$ cat config.mk
export PLATFORM = sky130hd
export DESIGN_NAME = skvt_cell
export DESIGN_NICKNAME = d
export VERILOG_FILES = /design/src/rtl/skvt_pkg.sv /design/src/rtl/skvt_cell.sv
export SDC_FILE = /design/constraint.sdc
export NUM_CORES = 1
export LEC_CHECK = 0
export BUFFER_PORTS_ARGS = -buffer_cell sky130_fd_sc_hd__buf_4
export CORE_ASPECT_RATIO = 0.8
export CORE_UTILIZATION = 48
export CTS_CLUSTER_DIAMETER = 40
export DETAILED_ROUTE_END_ITERATION = 10
export GPL_TIMING_DRIVEN = 0
export PLACE_DENSITY = 0.85
export SYNTH_ARGS = -nofsm -noshare
export SYNTH_HDL_FRONTEND = slang
export SYNTH_SLANG_ARGS = --single-unit
$ cat constraint.sdc
create_clock -name clk -period 5.3 [get_ports clk]
set_input_delay 1.06 -clock clk [delete_from_list [all_inputs] [get_ports clk]]
set_output_delay 1.06 -clock clk [all_outputs]
set_load 0.01 [all_outputs]
$ cat src/rtl/skvt_pkg.sv
// Package for the sorted key/value table.
// Holds the table size, derived widths, operation codes and the cell control struct.
// No dependencies.
package skvt_pkg;

	localparam int CAPACITY = 64;
	localparam int CNT_W    = $clog2(CAPACITY + 1);
	localparam int KEY_W    = 32;
	localparam int VAL_W    = 32;
	localparam int OP_W     = 2;
	localparam int POS_W    = 6;
	localparam int GRP_SIZE = 8;
	localparam int GROUPS   = (CAPACITY + GRP_SIZE - 1) / GRP_SIZE;

	localparam logic [OP_W-1:0] OP_SET     = 2'd0;
	localparam logic [OP_W-1:0] OP_GET_KEY = 2'd1;
	localparam logic [OP_W-1:0] OP_GET_IDX = 2'd2;
	localparam logic [OP_W-1:0] OP_HAS     = 2'd3;

	// Control broadcast to every cell of the row.
	typedef struct packed {
		logic cmp_en;  // capture the compare flags against the search key
		logic upd_en;  // apply the update decided from the captured flags
		logic set_op;  // the transaction is a set
		logic insert;  // a new key goes in: the row shifts up from the insert point
	} cell_ctl_t;

endpackage

$ cat src/rtl/skvt_cell.sv
// One entry of the sorted key/value row.
// Depends on skvt_pkg; takes shifted data from the cell below it.
module skvt_cell
	import skvt_pkg::*;
(
	input  logic                    clk,
	input  logic                    arst_n,
	input  cell_ctl_t               ctl,
	input  logic                    occ,
	input  logic signed [KEY_W-1:0] search_key,
	input  logic        [VAL_W-1:0] new_value,
	input  logic                    lt_prev,
	input  logic signed [KEY_W-1:0] prev_key,
	input  logic        [VAL_W-1:0] prev_value,
	output logic signed [KEY_W-1:0] key_q,
	output logic        [VAL_W-1:0] value_q,
	output logic                    lt_q,
	output logic                    eq_q
);

	// Compare flags; an empty cell is never below nor equal to the key.
	always_ff @(posedge clk or negedge arst_n) begin
		if (!arst_n) begin
			lt_q <= 1'b0;
			eq_q <= 1'b0;
		end else if (ctl.cmp_en) begin
			lt_q <= occ && (key_q < search_key);
			eq_q <= occ && (key_q == search_key);
		end
	end

	// Set hit: the equal cell takes the new value. Insert: the first cell not
	// below the key takes the new pair, those above shift up. Others keep theirs.
	always_ff @(posedge clk) begin
		if (ctl.upd_en) begin
			priority if (ctl.set_op && eq_q) begin
				value_q <= new_value;
			end else if (ctl.insert && !lt_q) begin
				if (lt_prev) begin
					key_q   <= search_key;
					value_q <= new_value;
				end else begin
					key_q   <= prev_key;
					value_q <= prev_value;
				end
			end else begin
				key_q   <= key_q;
				value_q <= value_q;
			end
		end
	end

endmodule

==> flow_metrics.tcl, run 1 <==
set metrics [dict create \
    cts.clk_slew.worst_paths_ns 0.07 \
    setup_tns_ns 0 \
    place_area_um2 5268 \
    die_x_um 99.06 \
    antenna_found_initial 0 \
    n_antenna_cell 0 \
    cp_slowest_cell "nor4_1" \
    yosysMostFrequentCell "edfxtp_1" \
    crit_buf_inv 2 \
    wire_per_inst_um 16.76 \
    r2r_end "lt_q$_DFFE_PN0P_" \
    rrSetupSlack_ns 3.28 \
    core_um2 7094 \
    drive_gt1_share_pct 51.24 \
    pre_cts_ws_ns 2.561 \
    cts_tree "yes" \
    synth-edff-count 64 \
    ios 202 \
    fin_skew_ns 0.006303 \
    status "finished, final reports clean" \
    numPortBuffers 200 \
    r2r_cells 6 \
    final_core_util_pct 77.32 \
    fmax_mhz 412.1 \
    yosysTopAreaCell "edfxtp_1" \
    drt_iter0_markers 82 \
    synth_top_area_share_pct 53.13 \
    critPathLaunchType "input pin" \
    synth_cell_types 32 \
    grt.total_usage_pct 24.17 \
    finalCritPeriodShare_pct 45.78 \
    totalWireLength_um 9536 \
    overflow 0 \
    crit_path_frequent_cell "a21oi_1" \
    design_area_um2 5485 \
    cts_buffers 9 \
    rr_startpoint "key_q[14]$_DFFE_PP_" \
    ys_seq_area_share_pct 54.51 \
    totalPowerFinal_mw 1.354 \
    leakage_nw 2.526 \
    syn-num-nets 433 \
    grt_setup_unrepaired "no" \
    die_y_um 79.65 \
    slew-limit-headroom_pct 47.53 \
    cp.required_ns 5.52 \
    gp_congestion 0.8444 \
    cts_setup_buffers 0 \
    cts_buffer_depth 2 \
    min_period_ns 2.427 \
    max_stage_delay_ns 0.51 \
    clock-root-buffer "clkbuf_8" \
    critPathTopFamily "simple AND/OR/NAND/NOR gates" \
    postSynthCellCount 265 \
    area_delta_synth_final_pct 51.64 \
    cts_resized 0 \
    grt_pass1_vias 3005 \
    rows 27 \
    nets 645 \
    critPathKind "in -> reg" \
    postCtsHoldBufs 0 \
    worst_pin_slew_ns 0.7871 \
    cts.htree.levels 3 \
    dpl.hpwl_um 7921 \
    hold_class "in -> async" \
    first_pass_iters 4 \
    cap_violations 0 \
    power_density_nw_per_um2 246.8 \
    synthArstFlopShare_pct 3.030 \
    synth_flop_cell "edfxtp_1" \
    drt-vias-per-instance 5.188 \
    multiInputGateArea_um2 1493 \
    setup_viol 0 \
    yosysWarnings 0 \
    dieArea_um2 7889 \
    clk_latency_ns 0.34 \
    slew_viol_final 0 \
    path_cells "buf_4 > inv_1 > ha_1 > nand4_1 > nor4_1 > a21oi_1 > a21oi_1 > o21ai_2" \
    synthesis.area_um2 3617 \
    drtAntennaViolNets 0 \
    ir_worst_vdd_mv 0.1733 \
    grt_pass1_wl_um 14260 \
    hold_viol_final 0 \
    layout_setup_ws_ns 2.873 \
    grt_max_degree 33 \
    crit_arrival_ns 2.65 \
    syn_avg_cell_area_um2 13.65 \
    ys_ff_latch 66 \
    cts.sinks 66 \
    fillCellCount 452 \
    worstPathMaxFanout 3 \
    yosys-top-cells-area "edfxtp_1 53%, mux2_1 15%, ha_1 11%" \
    regArea_um2 1972 \
    start_util_pct 50.99 \
    synth_commonest_cells "64 x edfxtp_1, 47 x mux2_1, 35 x inv_1" \
    route.detailed.drc 0 \
    dr_total_vias 2952 \
    critPathCaptureType "register" \
]
==> per-layer routing <==
layer | track usage [%] | part of all wire, % | up-vias
li1 | - | - | 1408
met1 | 27.63 | 40 | 1424
met2 | 44.62 | 53 | 108
met3 | 6.743 | 5.5 | 12
met4 | 6.618 | 1.5 | 0
met5 | 0 | 0 | -
==> stage by stage <==
| stage | hold WS, ns | cells |
|---|---|---|
| final | 0.4870 | 569 |
| after detailed placement | 0.5825 | 553 |
| after global routing | 0.4737 | 569 |
| after floorplan | 0.5956 | 265 |
| after global placement | 0.5684 | 552 |
| after CTS | 0.4780 | 569 |
==> kinds of logic (layout without fill, tap and decap cells) <==
logic type	Yosys count	in the layout	share of synthesized area (%)
AO/OA/AOI/OAI	30	30	5.189
multiplexers	64	64	19.92
AND/OR/NAND/NOR	31	31	4.739
flip-flops	66	66	54.51
adder cells (fa/ha/maj)	32	32	11.07
buffers and inverters	42	259	4.566
==> report_power, final <==
group | total [mW] | switching, mW | internal (mW)
sequential | 0.627 | 0.0128 | 0.614
clock | 0.459 | 0.195 | 0.264
combinational | 0.268 | 0.113 | 0.154
total | 1.35 | 0.322 | 1.03
==> flip-flops by register name, indices dropped and copies added, names as in the netlist <==
register and count:
lt_q 1, value_q 32, key_q 32, eq_q 1
==> placed cells by master (no fill, tap or decap), types with 2 or more instances in the layout <==
cell,count
nand4_1,5
buf_2,6
clkinv_4,2
ha_1,32
mux2_2,17
edfxtp_1,64
bufinv_16,2
a21oi_1,14
nand3_1,3
inv_1,35
a21oi_2,2
buf_4,200
nand2_1,11
clkbuf_8,9
dfrtp_1,2
nor2_1,4
mux2_1,47
a21o_1,2
o21ai_0,4
==> area by class of cell <==
cell class / instances / share of cell area (%)
sequential: 66 / 35.95
timing repair buffer: 201 / 27.87
multi-input combinational: 157 / 27.21
inverter: 35 / 2.395
clock buffer: 9 / 2.258
tap: 87 / 1.984
clock inverter: 7 / 1.711
buffer: 7 / 0.6159
==> worst max-delay path by stage <==
stage               slack, ns  cells after the start                     to            from
finish                   2.87                      8       lt_q$_DFFE_PN0P_  search_key[14]
global route             2.79                      8       lt_q$_DFFE_PN0P_  search_key[14]
CTS                      2.91                      8       lt_q$_DFFE_PN0P_  search_key[14]
detailed placement       2.56                      8       lt_q$_DFFE_PN0P_  search_key[14]
global placement         0.31                      3  value_q[18]$_DFFE_PP_          ctl[0]
floorplan                1.35                      2   value_q[0]$_DFFE_PP_          ctl[0]
(Power assumes the default switching activity.)
==> inputs of run 2 (changes only) <==
- CORE_UTILIZATION: 48 -> 40
- PLACE_DENSITY: 0.85 -> 0.75
- clock period: 5.3 -> 1.96 ns (I/O delays scaled with it)
==> run 2 against run 1 <==
Effect of this change:
- final area up 2.6%
- critical path depth decreased by 2
- sequential power increased to 2.7 times the previous value
- via count decreased by 1.9%
- non-clock buffer count rose by 1
- sequential share of layout area decreased by 0.93 points
- critical path type is now reg -> reg
==> flow_metrics.tcl, run 2 (same netlist as run 1, synthesis figures left out) <==
set metrics [dict create \
    die_y_um 87.06 \
    cts.clk_slew.worst_paths_ns 0.05 \
    crit_arrival_ns 2.10 \
    drive_gt1_share_pct 51.14 \
    critPathLaunchType "register" \
    ios 202 \
    dpl.hpwl_um 7743 \
    rows 30 \
    setup_viol 0 \
    core_um2 8633 \
    antenna_found_initial 0 \
    final_common_cell "buf_4" \
    grt_pass1_vias 2929 \
    grt_max_degree 33 \
    fin_skew_ns 0.004940 \
    reg.largest.list "key_q (32), value_q (32)" \
    drtAntennaViolNets 0 \
    area_delta_synth_final_pct 55.66 \
    die_x_um 108.3 \
    fmax_mhz 527.7 \
    n_antenna_cell 0 \
    hold_viol_final 0 \
    cts_tree "yes" \
    ir_worst_vdd_mv 0.4473 \
    clk_latency_ns 0.33 \
    cts_buffer_depth 2 \
    overflow 0 \
    power_density_nw_per_um2 701.3 \
    dr_total_vias 2895 \
    nets 646 \
    worstPathMaxFanout 3 \
    slew_viol_final 0 \
    dieArea_um2 9430 \
    min_period_ns 1.895 \
    critPathCaptureType "register" \
    start_util_pct 41.90 \
    hold_path_depth 2 \
    gp_congestion 0.7741 \
    wire_per_inst_um 16.13 \
    grt.total_usage_pct 20.55 \
    hold_class "in -> reg" \
    leakage_nw 2.574 \
    drt-vias-per-instance 4.866 \
    status "finished, final reports clean" \
    grt_pass1_wl_um 14290 \
    critPathKind "reg -> reg" \
    route.detailed.drc 0 \
    numPortBuffers 200 \
    worst_pin_slew_ns 0.8029 \
    finalCritPeriodShare_pct 96.69 \
    clock-root-buffer "clkbuf_16" \
    cts.sinks 66 \
    cts_buffers 9 \
    setup_tns_ns 0 \
    cap_violations 0 \
    cts.htree.levels 3 \
    mostFrequentLayoutCells "200 x buf_4, 64 x edfxtp_1, 47 x mux2_1" \
    totalWireLength_um 9597 \
    slew-limit-headroom_pct 46.47 \
    drt_iter0_markers 36 \
    first_pass_iters 4 \
    final_core_util_pct 65.22 \
    cp.required_ns 2.16 \
    r2r_cells 6 \
]
-- run 2: final cells by class --
cell class	count	area [µm²]
fillers	676	3003
flip-flops and latches	66	1972
repair buffers	202	1539
multi-input cells	157	1535
clock buffers	12	236.5
well taps	112	140.1
inverters	35	131.4
clock inverters	4	42.54
plain buffers	7	33.78
-- run 2: worst paths after layout --
path | startpoint | endpoint | slack, ns
max in group asynchronous | arst_n | lt_q$_DFFE_PN0P_ | 1.48
setup reg to reg | key_q[14]$_DFFE_PP_ | lt_q$_DFFE_PN0P_ | 0.06
hold / removal | ctl[3] | eq_q$_DFFE_PN0P_ | 0.30
min in group asynchronous | arst_n | eq_q$_DFFE_PN0P_ | 0.40
hold reg to reg | eq_q$_DFFE_PN0P_ | eq_q$_DFFE_PN0P_ | 0.59
setup / recovery | key_q[14]$_DFFE_PP_ | lt_q$_DFFE_PN0P_ | 0.06
-- run 2: metal layers --
| metal | global-route usage (%) | vias to the layer above | routed length [µm] |
|---|---|---|---|
| met5 | 0 | - | 0 |
| met3 | 5.684 | 17 | 558 |
| met4 | 7.985 | 0 | 205 |
| met2 | 34.74 | 91 | 4898 |
| li1 | - | 1408 | - |
| met1 | 25.02 | 1379 | 3934 |
-- run 2: timing repair --
item / CTS / global route
setup buffers: 0 / 0
gates cloned: 0 / 0
endpoints found under the setup margin: 1 / 1
gates resized for setup: 3 / 3
pin swaps: 0 / 5
hold buffers: 1 / 0
endpoints found under the hold margin: 2 / 0
-- run 2: stage by stage --
step	hold slack, ns	power, mW	std cells	setup slack, ns	area [µm²]
finish	0.2986	3.949	595	0.06483	5630
CTS	0.2909	3.988	595	0.007129	5607
global placement	0.1753	2.418	577	-0.4163	5263
floorplan	0.09641	2.030	265	0.07083	3621
detailed placement	0.1762	2.448	578	-0.1376	5299
global route	0.3054	4.107	595	-0.04663	5630
-- run 2: where the power goes --
part           internal (mW)  switching (mW)  leakage, nW  total (mW)
Sequential              1.66          0.0346        0.622        1.70
Combinational          0.419           0.308         1.82       0.727
Clock                  0.974           0.550        0.136        1.52
-- run 2: critical path, stage by stage (launching register included) --
cell	delay [ns]
edfxtp_1	0.40
ha_1	0.33
nand4_1	0.24
nor4_4	0.40
a21oi_1	0.12
a21oi_2	0.19
o21ai_2	0.08
